## config.mk

```make
export PLATFORM = sky130hd
export DESIGN_NAME = edgb_fifo
export DESIGN_NICKNAME = d
export VERILOG_FILES = /design/src/rtl/edgb_fifo.sv
export SDC_FILE = /design/constraint.sdc
export NUM_CORES = 1
export LEC_CHECK = 0
export ABC_AREA = 0
export BUFFER_PORTS_ARGS = -buffer_cell sky130_fd_sc_hd__buf_2
export CAP_MARGIN = 15
export CORE_MARGIN = 4
export CORE_UTILIZATION = 52
export DETAILED_ROUTE_END_ITERATION = 6
export PLACE_DENSITY = 0.77
export SLEW_MARGIN = 5
export SYNTH_ARGS = -nofsm -noshare
export SYNTH_HDL_FRONTEND = slang
export SYNTH_SLANG_ARGS = --single-unit
```

## constraint.sdc

```tcl
create_clock -name clk -period 3.5 [get_ports clk]
set_input_delay 0.7 -clock clk [delete_from_list [all_inputs] [get_ports clk]]
set_output_delay 0.7 -clock clk [all_outputs]
set_load 0.01 [all_outputs]
```

## src/rtl/edgb_fifo.sv

```systemverilog
// ----------------------------------------------------------------------------
// edgb_fifo
// Short queue between the front and back parts.
// ----------------------------------------------------------------------------
module edgb_fifo #(
	parameter int WIDTH = 49,
	parameter int DEPTH = 2
) (
	input  logic             clk,
	input  logic             arst_n,
	input  logic             push,
	input  logic [WIDTH-1:0] push_data,
	input  logic             pop,
	output logic [WIDTH-1:0] head,
	output logic             empty,
	output logic             full
);
	localparam int PB = (DEPTH > 1) ? $clog2(DEPTH) : 1;

	logic [WIDTH-1:0] slot_q [DEPTH];
	logic [PB-1:0] wptr_q, rptr_q;
	logic [PB:0] count_q;

	assign empty = (count_q == '0);
	assign full = (count_q == (PB+1)'(DEPTH));
	assign head = slot_q[rptr_q];

	always_ff @(posedge clk or negedge arst_n) begin
		if (!arst_n) begin
			wptr_q <= '0;
			rptr_q <= '0;
			count_q <= '0;
		end else begin
			if (push) begin
				wptr_q <= (wptr_q == PB'(DEPTH - 1)) ? '0 : wptr_q + 1'b1;
			end
			if (pop) begin
				rptr_q <= (rptr_q == PB'(DEPTH - 1)) ? '0 : rptr_q + 1'b1;
			end
			if (push && !pop) begin
				count_q <= count_q + 1'b1;
			end else if (pop && !push) begin
				count_q <= count_q - 1'b1;
			end
		end
	end

	always_ff @(posedge clk) begin
		if (push) begin
			slot_q[wptr_q] <= push_data;
		end
	end
endmodule

```

Word level (Yosys, flattened, before mapping)
Memory sizes are Yosys's and may differ from the RTL's.
Cells that the tools add are included.
{ "op_classes": {"n_addsub": 4, "multipliers": 0, "n_div": 0, "magnitude_cmp": 0, "eq_ne": 1, "shift": 0, "mux": 6, "bitwise_logic": 0, "n_reduce_logical": 6} }
{ "ops": {"columns": ["cell", "count"], "rows": [
  ["1-bit two-way mux", 4],
  ["2-bit two-way mux", 2],
  ["1-bit adder (second input constant)", 2],
  ["2-bit by 1-bit adder with 2-bit output (second input constant)", 1],
  ["2-bit == test (second input constant)", 1],
  ["1-bit logical AND", 2],
  ["1-bit zero test", 2],
  ["2-bit zero test", 1],
  ["2-bit nonzero test", 1],
  ["2-bit by 1-bit subtractor with 2-bit output (second input constant)", 1]
]} }
{ "word_totals": {"ff_bits": 4, "latchBits": 0, "ram_bits": 98, "rom_bits": 0, "input_bits": 53, "word_cells": 21, "mem_count": 1} }
{ "memory_table": {"columns": ["memory", "words", "width", "read_ports", "rd_clocked_by_memory_dff", "write_ports", "line", "rtl"], "rows": [
  ["slot_q", 2, 49, 1, 0, 1, "20", "logic [WIDTH-1:0] slot_q [DEPTH];"]
]} }

Longest topological paths before layout
Gate-level depths: netlist of the first run.
{ "logic_depth": {"depth_word": 4, "mapped_depth": 5} }

Worst setup path before layout of the first run
No wires, ideal clock.
{ "synth_path": {"path_kind": "in2reg", "from": "input push", "to": "memory slot_q[0][0] (enable)", "setup_ns": 0.462, "t_arrival_ns": 2.874, "path_slack_ns": 0.165, "cell_stages": 1, "n_path_buf": 0, "cell_sequence": "nor2b_1"} }
{ "synth_between": {"elab_chain_cells": 2} }
{ "synth_rtl": {"columns": ["element", "line", "rtl"], "rows": [
  ["from (decl)", "11", "input logic push,"],
  ["1-bit two-way mux", "49", "if (push) begin"],
  ["1-bit two-way mux (implied by the code)", "50", "slot_q[wptr_q] <= push_data;"],
  ["to (decl)", "20", null]
]} }
No other way between the ends.

Final worst setup path of the first run
{ "layout_path": {"from": "register rptr_q", "to": "output head[32]"} }
{ "layout_between": {"elab_chain_cells": 1} }
{ "layout_rtl": {"columns": ["element", "line", "rtl"], "rows": [
  ["from (decl)", "21", "logic [PB-1:0] wptr_q, rptr_q;"],
  ["from (signal assigned)", "38", "rptr_q <= (rptr_q == PB'(DEPTH - 1)) ? '0 : rptr_q + 1'b1;"],
  ["memory 2 x 49 bit", null, null],
  ["to (decl)", "14", "output logic [WIDTH-1:0] head,"]
]} }
No other way between the ends.

==> metrics.yaml, run 1 <==
synth_top_area_cell: "edfxtp_1"
core_um2: 7330
cts_buffer_depth: 2
clock.fmax_mhz: 383
synthCells: 169
overflow: 0
place_hpwl_mm: 4.36
cts_setup_buffers: 0
peakVddDrop_mv: 0.473
fin_crit_ns: 2.61
slew-limit-headroom_pct: 38.5
crit_fanout: 50
cts_buffers: 9
die-area_um2: 9110
fin_crit_sh_pct: 74.7
drc_errors: 0
wl_mm: 6.45
setup_viol: 0
synth_cell_type_count: 12
p_leak_nw: 1.93
cts_tree: "yes"
yosys_warnings: 0
post_drt_wl_per_cell_um: 16.9
cts_resized: 0
port_buffers: 103
cap_violations: 0
htree_levels: 3
internal_power_mw: 2.58
vias_per_cell: 4.91
postRouteAntennaNets: 0
seq_area_frac_synth_pct: 76.5
synth_nets: 223
hold_buffers: 0
rows: 31
finalMaxSlewViolations: 0
cp_slowest_cell: "dfrtp_4"
start_util_pct: 54.2
vias: 1872
clkLatencyLatePin_ns: 0.34
die_x_um: 95.4
critPathKind: "register to output pin"
required_ns: 2.80
path_buf_inv: 1
placed_cell_area_um2: 4550
seqPwrFrac_pct: 51.4
rsz0062_at_grt: "no"
netlist_area_um2: 3980
drt_iter0_drc: 75
synth_seq_cells: 102
cp_top_family: "flip-flops"
syn_avg_cell_area_um2: 23.5
io_pins: 104
clkSinkCount: 102
clockPowerShare_pct: 18.2
grtUsageTotal_pct: 14.3
grt_max_degree: 51
crit_chain: "mux2_4, buf_2"
switching_share_pct: 28.2
arrival_ns: 1.91
tightest_slew_ns: 0.923
setup_ws_ns: 0.887
dp_slack_ns: 1.25
clk_pin_slew_ns: 0.08
p_switching_mw: 1.01
finalHoldViolCount: 0
finClkSkew_ns: 0.00421
drive_gt1_share_pct: 59.6
antenna_found_initial: 0
gp_congestion: 0.700
dr.pass1.iters: 4
hold_path.class: "primary input to asynchronous set/reset pin"
cp-start-kind: "register"
fp.dieH_um: 95.4
diodes: 0
cts_root_buffer: "clkbuf_8"
power_density_nw_per_um2: 762
pwr-share-comb_pct: 30.4
cp_slowest_stage_delay_ns: 1.04
synth_area_leaders: "edfxtp_1 (74%), mux2_4 (19%), buf_12 (2.5%)"
grt_pass1_wl_mm: 9.53
setup_tns_ns: 0
outcome: "finished clean"
area_growth_pct: 18.6
synth_top_area_share_pct: 74.0
finalNetCount: 334
cp-end-kind: "output pin"
grt_pass1_vias: 1934
postLayoutCellArea_um2: 4720
power groups by stage:
stage	sequential (mW)	clock, mW	combinational, mW
floorplan	1.71	0	0.983
global placement	1.87	0	1.10
global route	1.88	0.729	1.17
finish	1.85	0.653	1.09
CTS	1.86	0.672	1.11
detailed placement	1.88	0	1.11
cell usage after synthesis (all sizes together):
cell / number
ha: 1
inv: 1
edfxtp: 98
nor2: 2
and2: 1
dfrtp: 4
xor2: 4
xnor2: 1
mux2: 49
buf: 6
nor2b: 2
sequential cells by signal, indices dropped and copies added (netlist names):
| register | cells |
|---|---|
| slot_q | 98 |
| count_q | 2 |
| rptr_q | 1 |
| wptr_q | 1 |
area by class of cell:
cell class	count	area [um2]
flip-flops and latches	102	3050
fillers	502	2610
multi-input cells	60	827
repair buffers	106	551
clock buffers	9	124
well taps	99	124
clock inverters	4	41.3
inverters	1	3.75
routing by layer:
metal | track usage, % | wire (um) | vias up
met1 | 17.9 | 2730 | 919
met3 | 4.34 | 500 | 6
li1 | - | - | 873
met4 | 6.04 | 72 | 0
met2 | 23.4 | 3150 | 74
met5 | 0 | 0 | -
cells by family after synthesis:
group,share of synthesized area (%)
and+or+nand+nor,0.661
buffers and inverters,2.89
DFF,76.5
xor gates and xnor gates,1.10
muxes,18.5
adders and majority gates,0.315
per-stage QoR:
stage               total power, mW  utilization [%]  hold slack [ns]  cells
global placement               2.97             62.1            0.471    368
finish                         3.59             64.3            0.150    381
floorplan                      2.70                -            0.404    169
global route                   3.78             64.3            0.124    381
CTS                            3.64             64.3            0.136    381
detailed placement             2.99             62.1            0.488    368
path summary, 6_finish.rpt:
| kind | start | end | slack [ns] | cells past startpoint |
|---|---|---|---|---|
| max | rptr_q | head[32] | 0.89 | 2 |
| min | arst_n | count_q[1] | 0.15 | 1 |
| max reg2reg | wptr_q | slot_q[1][41] | 1.74 | 2 |
| min reg2reg | count_q[1] | count_q[1] | 0.50 | 1 |
| max in group asynchronous | arst_n | rptr_q | 3.22 | 1 |
| min in group clk | count_q[1] | count_q[1] | 0.50 | 1 |
cells in the final DEF (no fill, tap or decap):
cell type  instances
nor2b_1            1
edfxtp_1          98
inv_1              1
mux2_4            49
nor2_1             2
clkbuf_8           9
xnor2_1            1
buf_2            103
buf_4              2
buf_12             1
dfrtp_1            3
dfrtp_4            1
and2_2             1
nor2b_4            1
ha_1               1
bufinv_16          1
xor2_1             4
clkinv_1           3
No activity file was read; power rests on OpenSTA's default activity.
==> inputs of run 2 (changes only) <==
==> constraint.sdc (replaced) <==
create_clock -name clk -period 2.7 [get_ports clk]
set_input_delay 0.54 -clock clk [delete_from_list [all_inputs] [get_ports clk]]
set_output_delay 0.54 -clock clk [all_outputs]
set_load 0.01 [all_outputs]
==> metrics.yaml, run 2 (synthesis results as in run 1) <==
cp_slowest_stage_delay_ns: 0.67  # was 1.04 ns
outcome: "finished clean"  # unchanged
clock.fmax_mhz: 422
grtUsageTotal_pct: 14.7  # was 14.3%
mostFrequentLayoutCell: "buf_2"  # unchanged
vias_per_cell: 4.80  # was 4.91
hold_path.class: "primary input to register"  # was primary input to asynchronous set/reset pin
rr_startpoint: "wptr_q"  # unchanged
wl_mm: 6.32  # was 6.45 mm
fp.dieH_um: 95.4  # unchanged
vias: 1854  # was 1872
diodes: 0  # unchanged
dp_slack_ns: 0.705  # was 1.25 ns
design_power_total_mw: 4.73  # was 3.59 mW
io_pins: 104  # unchanged
finClkSkew_ns: 0.00767  # was 0.00421 ns
final_cell_mix: "buf_2 (103), edfxtp_1 (98), mux2_4 (49)"  # unchanged
setup_viol: 0  # unchanged
postRouteAntennaNets: 0  # unchanged
fin_crit_ns: 2.37
finalNetCount: 336  # was 334
cts_root_buffer: "clkbuf_8"  # unchanged
cts_buffer_depth: 2  # unchanged
drc_errors: 0  # unchanged
overflow: 0  # unchanged
gp_congestion: 0.685  # was 0.700
clkLatencyLatePin_ns: 0.36  # was 0.34 ns
worstHoldStart: "push_data[20]"
area_growth_pct: 20.0  # was 18.6%
dr.pass1.iters: 4  # unchanged
cap_violations: 0  # unchanged
rr_worst_depth: 2  # unchanged
clk_pin_slew_ns: 0.09  # was 0.08 ns
r2r-end: "slot_q[1][2]"  # was slot_q[1][41]
fin_crit_sh_pct: 87.7
grt_pass1_vias: 2011  # was 1934
power_density_nw_per_um2: 992  # was 762 nW/um2
setup_tns_ns: 0  # unchanged
crit_fanout: 32  # was 50
holdPathEnd: "slot_q[1][20]"
cp-end-kind: "output pin"  # unchanged
cts_resized: 0  # unchanged
cp-start-kind: "register"  # unchanged
arrival_ns: 1.83  # was 1.91 ns
die_x_um: 95.4  # unchanged
start_util_pct: 54.2  # unchanged
hold_buffers: 1  # was 0
hold_depth: 1
cts_buffers: 9  # unchanged
die-area_um2: 9110  # unchanged
cp_slowest_cell: "dfrtp_4"  # unchanged
cts_tree: "yes"  # unchanged
setup_ws_ns: 0.333  # was 0.887 ns
crit_chain: "buf_12, mux2_4, buf_2"  # was mux2_4, buf_2
grt_pass1_wl_mm: 9.68  # was 9.53 mm
instances_no_fill: 386  # was 381
dp.cells: 369  # was 368
reg_top3: "slot_q: 98 flops, count_q: 2 flops"  # unchanged
port_buffers: 103  # unchanged
clkSinkCount: 102  # unchanged
grt_max_degree: 34  # was 51
tightest_slew_ns: 0.459  # was 0.923 ns
drive_gt1_share_pct: 59.9  # was 59.6%
critPathKind: "register to output pin"  # unchanged
drt_iter0_drc: 49  # was 75
htree_levels: 3  # unchanged
core_um2: 7330  # unchanged
required_ns: 2.16  # was 2.80 ns
antenna_found_initial: 0  # unchanged
slew-limit-headroom_pct: 69.4  # was 38.5%
regToRegSetupSlack_ns: 1.21  # was 1.74 ns
largest_register: "slot_q"  # unchanged
rsz0062_at_grt: "no"  # unchanged
p_leak_nw: 1.95  # was 1.93 nW
rows: 31  # unchanged
largest_register_ffs: 98  # unchanged
cts_setup_buffers: 0  # unchanged
finalHoldViolCount: 0  # unchanged
worstSetupStartpoint: "rptr_q"  # unchanged
place_hpwl_mm: 4.37  # was 4.36 mm
post_drt_wl_per_cell_um: 16.4  # was 16.9 um
peakVddDrop_mv: 0.579  # was 0.473 mV
finalMaxSlewViolations: 0  # unchanged
[run 2: cell types whose count changed in the layout (fill, tap and decap cells not counted), sizes merged]
| cell | previous run | this run |
|---|---|---|
| clkinvlp | 0 | 1 |
| clkbuf | 9 | 11 |
| clkinv | 3 | 2 |
| inv | 1 | 2 |
| buf | 106 | 107 |
| dlygate4sd3 | 0 | 1 |
[run 2: area by class of cell]
cell class | instances | area [um2]
clock inverters | 5 | 58.8
multi-input cells | 60 | 827
clock buffers | 11 | 131
flip-flops and latches | 102 | 3050
fillers | 528 | 2560
well taps | 99 | 124
repair buffers | 108 | 581
inverters | 1 | 3.75
[run 2: critical path, delay by kind of cell, from the launching register on]
family | cells | cell delay, ns
buffers and inverters | 2 | 0.43
flip-flops | 1 | 0.67
multiplexers | 1 | 0.33
[run 2: layer usage]
| metal | wire, um | up-vias | share of wire (%) | track usage, % |
|---|---|---|---|---|
| met5 | 0 | - | 0 | 0 |
| met4 | 134 | 0 | 2.1 | 7.82 |
| met3 | 472 | 12 | 7.5 | 4.26 |
| met2 | 3180 | 63 | 50 | 24.3 |
| met1 | 2540 | 898 | 40 | 17.5 |
| li1 | - | 881 | - | - |
[run 2: worst max-delay path by stage]
stage	endpoint	slack, ns	depth (start not counted)
after CTS	head[29]	0.30	3
after global routing	head[29]	0.25	3
final	head[29]	0.33	3
after floorplan	slot_q[0][0]	0.44	1
after global placement	head[2]	0.72	3
after detailed placement	head[29]	0.70	3
[run 2: report_power, final]
group | total [mW] | leakage, nW | switching (mW) | internal [mW]
registers | 2.27 | 0.965 | 0.170 | 2.10
logic | 1.54 | 0.892 | 0.696 | 0.847
clock network | 0.915 | 0.0916 | 0.484 | 0.431
total | 4.73 | 1.95 | 1.35 | 3.38
[run 2: stage by stage]
step	instance area (um2)	hold slack (ns)	utilization (%)
floorplan	3980	0.244	-
global placement	4570	0.352	62.4
detailed placement	4570	0.355	62.4
CTS	4770	0.342	65.1
global route	4770	0.337	65.1
finish	4770	0.365	65.1
