[src/rtl/edgb_front.sv]
// ----------------------------------------------------------------------------
// edgb_front
// Accepts edges, drops self-loops, tracks the running maximum vertex id.
// ----------------------------------------------------------------------------
module edgb_front #(
	parameter int VERTEX_BITS = 16
) (
	input  logic                     clk,
	input  logic                     arst_n,
	input  logic                     edge_valid,
	output logic                     edge_stall,
	input  logic [VERTEX_BITS-1:0]   src_vertex,
	input  logic [VERTEX_BITS-1:0]   dst_vertex,
	input  logic                     queue_full,
	input  logic                     clr_busy,
	output logic                     push,
	output logic [3*VERTEX_BITS:0]   push_data
);
	logic [VERTEX_BITS-1:0] max_q, big;
	logic                   accept, rose;

	assign edge_stall = queue_full || clr_busy;
	assign accept = edge_valid && !edge_stall;
	assign big = (src_vertex > dst_vertex) ? src_vertex : dst_vertex;
	assign rose = big > max_q;
	assign push = accept && (src_vertex != dst_vertex);
	assign push_data = {rose, (rose ? big : max_q), dst_vertex, src_vertex};

	always_ff @(posedge clk or negedge arst_n) begin
		if (!arst_n) begin
			max_q <= '0;
		end else if (push && rose) begin
			max_q <= big;
		end
	end
endmodule

[config.mk]
export PLATFORM = sky130hd
export DESIGN_NAME = edgb_front
export DESIGN_NICKNAME = d
export VERILOG_FILES = /design/src/rtl/edgb_front.sv
export SDC_FILE = /design/constraint.sdc
export NUM_CORES = 1
export LEC_CHECK = 0
export ABC_AREA = 1
export BUFFER_PORTS_ARGS = -buffer_cell sky130_fd_sc_hd__buf_2
export CAP_MARGIN = 20
export CORE_ASPECT_RATIO = 1.1
export CORE_UTILIZATION = 28
export CTS_BUF_LIST = sky130_fd_sc_hd__clkbuf_8
export CTS_CLUSTER_DIAMETER = 60
export DETAILED_ROUTE_END_ITERATION = 10
export GPL_ROUTABILITY_DRIVEN = 0
export PLACE_DENSITY = 0.6
export SLEW_MARGIN = 30
export SYNTH_ARGS = -nofsm -noshare
export SYNTH_HDL_FRONTEND = slang
export SYNTH_SLANG_ARGS = --single-unit
[constraint.sdc]
create_clock -name clk -period 9.12 [get_ports clk]
set_clock_uncertainty 0.1 [all_clocks]
set_input_delay 1.368 -clock clk [delete_from_list [all_inputs] [get_ports clk]]
set_output_delay 1.368 -clock clk [all_outputs]
set_load 0.05 [all_outputs]
# Word-level counts from Yosys, hierarchy flattened
# Index checks and enable logic that the tools add are counted.
# classes
n_lt_le_gt_ge	2
n_eq_ne	1
mux	2
reduce_logical	5
# ops
op	n
16-bit > comparator	2
16-bit 2-to-1 mux	2
16-bit != test	1
1-bit logical AND	3
1-bit zero test	1
1-bit logical OR	1
# word_totals
register_bits	16
in_bits	37
output_inout_bits	51
elab_cells	11

# Depth between registers and ports, before layout
# logic_depth
word_depth	5
mapped_depth	28
depth_no_buf	26

# Worst setup path after synthesis
# No wires, ideal clock.
# synth_path
path_kind	input to output
from	input port dst_vertex[11]
to	output port push_data[39]
arrival_time_ps	4177
t_required_ps	7652
slack_ps	3475
path_stages	22
path_buffers	2
cell_sequence	inv_1 -> ha_1 -> a21oi_1 -> o21ai_0 -> a21oi_1 -> nand2_4 -> nand2_4 -> buf_6 -> nand2_2 -> and2_1 -> ha_1 -> nand2_1 -> nor2_1 -> nand2_2 -> inv_1 -> nand2_1 -> nand3_2 -> nand2_4 -> inv_2 -> buf_4 -> nand3_1 -> nand2_1
# synth_between
elab_chain_len	4
# synth_rtl
element	line_no	rtl
from (decl)	13	input logic [VERTEX_BITS-1:0] dst_vertex,
16-bit > comparator	24	assign big = (src_vertex > dst_vertex) ? src_vertex : dst_vertex;
16-bit 2-to-1 mux *	24	
net big[11]	19	logic [VERTEX_BITS-1:0] max_q, big;
16-bit > comparator *	25	assign rose = big > max_q;
net rose	20	logic accept, rose;
16-bit 2-to-1 mux *	27	assign push_data = {rose, (rose ? big : max_q), dst_vertex, src_vertex};
to (decl)	17	output logic [3*VERTEX_BITS:0] push_data
# Mark *: on every way through the listed nets, which the timed path passes. The rest lies on a longest branch.

# Worst setup path in the final report
# layout_path
from	input port dst_vertex[11]
to	output port push_data[44]
# layout_between
elab_chain_len	4
# layout_rtl
element	line_no
16-bit > comparator	24
16-bit 2-to-1 mux	24
net big[15]	19
16-bit > comparator	25
16-bit 2-to-1 mux	27
# The timed path passes the listed nets, and every way through them passes these cells.

==> flow_summary.html <==
<table>
<tr><th>Metric</th><th>Value</th></tr>
<tr><th colspan="2">Timing</th></tr>
<tr><td>Final Hold Fails</td><td>0</td></tr>
<tr><td>Normalized max-slew margin</td><td>0.726</td></tr>
<tr><td>Final number of setup-violating endpoints</td><td>0</td></tr>
<tr><td>Min setup slack post-route</td><td>2.74 ns</td></tr>
<tr><td>Share of the clock period used by the worst path after layout</td><td>0.699</td></tr>
<tr><td>Worst hold slack</td><td>0.411 ns</td></tr>
<tr><td>Unrepaired setup endpoints after global routing</td><td>no</td></tr>
<tr><td>Number of pins exceeding their max-slew limit in the final report</td><td>0</td></tr>
<tr><td>Final worst path period need</td><td>6.38 ns</td></tr>
<tr><td>Maximum clock rate</td><td>0.157 GHz</td></tr>
<tr><td>Measured slew at the worst slew-check pin</td><td>0.410 ns</td></tr>
<tr><td>Final sum of negative setup slack</td><td>0 ns</td></tr>
<tr><th colspan="2">Clock tree</th></tr>
<tr><td>H-tree levels</td><td>1</td></tr>
<tr><td>Clock transition at path regs</td><td>0.08 ns</td></tr>
<tr><td>Clk Latency, worst-skew pair</td><td>0.26 ns</td></tr>
<tr><td>Clock root buffer</td><td>sky130_fd_sc_hd__clkbuf_8</td></tr>
<tr><td>Clk buf depth</td><td>2</td></tr>
<tr><td>Number of buffers added for setup after CTS</td><td>0</td></tr>
<tr><td>Resize count post-CTS</td><td>0</td></tr>
<tr><td>Hold bufs inserted after CTS</td><td>0</td></tr>
<tr><td>Clock buffers created by TritonCTS</td><td>3</td></tr>
<tr><td>CTS sink cnt</td><td>16</td></tr>
<tr><td>CTS tree</td><td>done</td></tr>
<tr><th colspan="2">Die</th></tr>
<tr><td>Area of the placeable core</td><td>8360 um^2</td></tr>
<tr><td>Die Y</td><td>99.4 um</td></tr>
<tr><td>Number of standard-cell rows in the floorplan</td><td>35</td></tr>
<tr><td>Number of top-level pins</td><td>88</td></tr>
<tr><td>Die ar.</td><td>8990 um^2</td></tr>
<tr><td>Initial standard-cell utilization of the core</td><td>0.288</td></tr>
<tr><td>Die width</td><td>90.5 um</td></tr>
<tr><th colspan="2">Power</th></tr>
<tr><td>Switching share of power</td><td>0.639</td></tr>
<tr><td>Combinational group share of total power</td><td>0.766</td></tr>
<tr><td>Static Leakage</td><td>1.67 nW</td></tr>
<tr><td>Fraction of power consumed by the clock network</td><td>0.070</td></tr>
<tr><td>Net switching power of the design</td><td>523 uW</td></tr>
<tr><td>Share of total power in sequential cells</td><td>0.163</td></tr>
<tr><td>Power Dens Cells</td><td>301 nW/um^2</td></tr>
<tr><td>Cell-internal power</td><td>295 uW</td></tr>
<tr><td>Highest ir drop seen on vdd</td><td>0.000267 V</td></tr>
<tr><th colspan="2">Setup path</th></tr>
<tr><td>Cell-by-cell trace of the critical path</td><td>buf_2, inv_1, ha_1, a21oi_1, o21ai_0, a21oi_1, nand2_4, nand2_4, nand2_1, and2_1, ha_1, nand2_2, nor2_4, nand2_2, inv_1, nand2_1, nand3_2, nand2_4, inv_2, nand3_1, nand2_1, buf_2</td></tr>
<tr><td>Worst setup startpoint</td><td>dst_vertex[11]</td></tr>
<tr><td>Crit path buffers/inverters</td><td>5</td></tr>
<tr><td>Crit path launch type</td><td>input port</td></tr>
<tr><td>R2R setup slack</td><td>6.93 ns</td></tr>
<tr><td>Top cell family by delay on the critical path</td><td>simple AND/OR/NAND/NOR gates</td></tr>
<tr><td>Delay of the slowest cell on the worst path</td><td>0.31 ns</td></tr>
<tr><td>Worst EP required</td><td>7.65 ns</td></tr>
<tr><td>Endpoint of the worst-slack reg-to-reg timing path</td><td>max_q[5]$_DFFE_PN0P_</td></tr>
<tr><td>R2r startpoint</td><td>max_q[11]$_DFFE_PN0P_</td></tr>
<tr><td>Count of cells along the worst register-to-register path</td><td>13</td></tr>
<tr><td>Worst Setup Path Type</td><td>in2out</td></tr>
<tr><td>Kind of end point of the critical path</td><td>output port</td></tr>
<tr><td>Max FO, Critical Path</td><td>18</td></tr>
<tr><td>Cell with the biggest individual delay on the critical path</td><td>sky130_fd_sc_hd__inv_2</td></tr>
<tr><td>Worst EP arrival</td><td>4.91 ns</td></tr>
<tr><th colspan="2">Routing</th></tr>
<tr><td>Routed via count divided by cell count</td><td>4.38</td></tr>
<tr><td>DRC viols</td><td>0</td></tr>
<tr><td>Via Count</td><td>2314</td></tr>
<tr><td>Starting DRC count in detailed routing</td><td>109</td></tr>
<tr><td>First drt pass iteration count</td><td>4</td></tr>
<tr><td>Average wire per cell in the routed design</td><td>11.8 um</td></tr>
<tr><td>Post-detailed-routing wire length</td><td>6.25 mm</td></tr>
<tr><td>Remaining number of nets flagged by the antenna check after routing</td><td>0</td></tr>
<tr><th colspan="2">GRT</th></tr>
<tr><td>Grt met2 use</td><td>0.258</td></tr>
<tr><td>Initial antenna violation count</td><td>0</td></tr>
<tr><td>Gr usage total</td><td>0.145</td></tr>
<tr><td>GRT met1 Usage</td><td>0.188</td></tr>
<tr><td>Global-route congestion overflow total</td><td>0</td></tr>
<tr><td>M3 GR Usage</td><td>0.0222</td></tr>
<tr><td>Global-route wire length before repair</td><td>10.5 mm</td></tr>
<tr><td>Maximum number of pins on one net before global-route repair</td><td>19</td></tr>
<tr><td>Via count of the first global-routing pass</td><td>2175</td></tr>
<tr><td>Most congested layer reported by global routing</td><td>met2</td></tr>
<tr><th colspan="2">Finish</th></tr>
<tr><td>Design area</td><td>2720 um^2</td></tr>
<tr><td>Most common cell after layout, fill and taps aside</td><td>sky130_fd_sc_hd__nand2_1</td></tr>
<tr><td>Largest registers in the final layout</td><td>max_q (16)</td></tr>
<tr><td>Highest-count cells in the layout ignoring fill and taps</td><td>sky130_fd_sc_hd__nand2_1 (104), sky130_fd_sc_hd__buf_2 (87), sky130_fd_sc_hd__inv_1 (59), sky130_fd_sc_hd__nand3_1 (48), sky130_fd_sc_hd__ha_1 (32)</td></tr>
<tr><td>Area occupied by registers</td><td>400 um^2</td></tr>
<tr><td>Core Util, Final</td><td>0.325</td></tr>
<tr><td>Register bank with the most flops</td><td>max_q</td></tr>
<tr><td>Area growth from synthesis to layout</td><td>12.8%</td></tr>
<tr><td>Max reg flops</td><td>16</td></tr>
<tr><td>Number of filler cells placed in the layout</td><td>932</td></tr>
<tr><td>Fraction of final layout cells sized beyond drive strength 1</td><td>0.278</td></tr>
<tr><td>Area occupied by multi-input gates</td><td>1470 um^2</td></tr>
<tr><td>Antenna fix cells</td><td>0</td></tr>
<tr><td>Net total in the final layout</td><td>488</td></tr>
<tr><th colspan="2">Yosys</th></tr>
<tr><td>Number of register bits inferred by synthesis</td><td>16</td></tr>
<tr><td>Number of instances in the synthesized netlist</td><td>367</td></tr>
<tr><td>Average size of a mapped cell</td><td>6.57 um^2</td></tr>
<tr><td>Sequential-to-total area share from yosys stat</td><td>0.166</td></tr>
<tr><td>Number of synthesis warnings</td><td>0</td></tr>
<tr><td>Number of library cell types mapped by synthesis</td><td>27</td></tr>
<tr><td>Syn Std Cell Area</td><td>2410 um^2</td></tr>
<tr><td>Nets in the synthesized netlist</td><td>436</td></tr>
<tr><th colspan="2">Worst hold path</th></tr>
<tr><td>Min-Delay Endpoint</td><td>max_q[13]$_DFFE_PN0P_</td></tr>
<tr><td>Hold wc startpoint</td><td>max_q[13]$_DFFE_PN0P_</td></tr>
<tr><td>Worst Hold Depth</td><td>2</td></tr>
<tr><td>HP Class</td><td>reg2reg</td></tr>
<tr><th colspan="2">Run status</th></tr>
<tr><td>Result of the run</td><td>complete, no violations</td></tr>
<tr><th colspan="2">Place</th></tr>
<tr><td>Cell area after placement</td><td>2680 um^2</td></tr>
<tr><td>Dpl ws</td><td>2.79 ns</td></tr>
<tr><td>Number of buffers inserted by port buffering</td><td>87</td></tr>
<tr><td>Detailed placement HPWL</td><td>5.23 mm</td></tr>
<tr><th colspan="2">Run</th></tr>
<tr><td>Maxcap violations</td><td>0</td></tr>
</table>
==> worst max-delay path by stage <==
stage	endpoint	slack, ns	cells past startpoint
after floorplan	push_data[39]	3.47	22
after global placement	push_data[32]	2.88	22
after detailed placement	push_data[32]	2.79	21
after CTS	push_data[32]	2.77	22
after global routing	push_data[32]	2.47	22
final	push_data[44]	2.74	22
==> cells by family (layout without fill, tap and decap cells) <==
family / Yosys count / count (layout) / share of synthesized area
AOI/OAI and AO/OA: 18 / 18 / 0.0394
adders and majority gates: 32 / 32 / 0.166
buffers and inverters: 101 / 151 / 0.223
DFF: 16 / 16 / 0.166
and+or+nand+nor: 200 / 200 / 0.406
==> synth_stat cells <==
| master | instances | area (um^2) |
|---|---|---|
| sky130_fd_sc_hd__nand2_1 | 104 | 390 |
| sky130_fd_sc_hd__inv_2 | 1 | 3.75 |
| sky130_fd_sc_hd__a21o_1 | 1 | 7.51 |
| sky130_fd_sc_hd__nor2_2 | 2 | 12.5 |
| sky130_fd_sc_hd__dfrtp_1 | 16 | 400 |
| sky130_fd_sc_hd__o21ai_0 | 3 | 15.0 |
| sky130_fd_sc_hd__nand3_1 | 48 | 240 |
| sky130_fd_sc_hd__nor3_4 | 1 | 16.3 |
| sky130_fd_sc_hd__nand3_2 | 1 | 10.0 |
| sky130_fd_sc_hd__ha_1 | 32 | 400 |
| sky130_fd_sc_hd__buf_2 | 2 | 10.0 |
| sky130_fd_sc_hd__or2_2 | 1 | 6.26 |
| sky130_fd_sc_hd__buf_4 | 35 | 263 |
| sky130_fd_sc_hd__nor3_1 | 1 | 5.00 |
| sky130_fd_sc_hd__inv_1 | 59 | 221 |
| sky130_fd_sc_hd__nor2_8 | 1 | 20.0 |
| sky130_fd_sc_hd__buf_6 | 3 | 33.8 |
| sky130_fd_sc_hd__nand2_4 | 4 | 45.0 |
| sky130_fd_sc_hd__nand2_2 | 12 | 75.1 |
| sky130_fd_sc_hd__nand3_4 | 1 | 17.5 |
| sky130_fd_sc_hd__a21oi_1 | 13 | 65.1 |
| sky130_fd_sc_hd__and2_1 | 15 | 93.8 |
| sky130_fd_sc_hd__inv_4 | 1 | 6.26 |
| sky130_fd_sc_hd__o21bai_1 | 1 | 7.51 |
| sky130_fd_sc_hd__nor2_1 | 6 | 22.5 |
| sky130_fd_sc_hd__nor2_4 | 1 | 11.3 |
| sky130_fd_sc_hd__nand4_1 | 2 | 12.5 |
==> power groups by stage <==
stage / clock (mW) / sequential, mW / combinational, mW
detailed placement: 0 / 0.134 / 0.630
floorplan: 0 / 0.126 / 0.517
global placement: 0 / 0.133 / 0.624
global route: 0.0623 / 0.138 / 0.689
CTS: 0.0600 / 0.133 / 0.633
finish: 0.0576 / 0.134 / 0.628
==> cell type report <==
type                       count  share of cell area
clock buffer                   3              0.0152
inverter                      61              0.0851
multi-input combinational    250               0.542
sequential                    16               0.147
tap                          111              0.0510
timing repair buffer          87               0.160
==> per-stage QoR <==
step | power, mW | instances
after CTS | 0.825 | 528
after detailed placement | 0.764 | 525
final | 0.819 | 528
after floorplan | 0.643 | 367
after global placement | 0.757 | 525
after global routing | 0.889 | 528
==> worst reg2reg max path: stages (launching register included) <==
cell and delay, ns:
sky130_fd_sc_hd__dfrtp_1 0.39, sky130_fd_sc_hd__inv_1 0.06, sky130_fd_sc_hd__ha_1 0.29, sky130_fd_sc_hd__nand2_1 0.06, sky130_fd_sc_hd__nor2_1 0.13, sky130_fd_sc_hd__nand2_2 0.08
sky130_fd_sc_hd__inv_1 0.07, sky130_fd_sc_hd__nand2_1 0.06, sky130_fd_sc_hd__nand3_2 0.10, sky130_fd_sc_hd__nand2_4 0.16, sky130_fd_sc_hd__nor2_8 0.29, sky130_fd_sc_hd__inv_4 0.16
sky130_fd_sc_hd__nand2_1 0.09, sky130_fd_sc_hd__nand2_1 0.05
==> metal layers <==
layer | wire [um] | vias up | part of all wire
met5 | 0 | - | 0
met4 | 53 | 0 | 0.0085
met3 | 319 | 6 | 0.051
met2 | 2990 | 82 | 0.48
met1 | 2890 | 1016 | 0.46
li1 | - | 1210 | -
(Power assumes the default switching activity.)
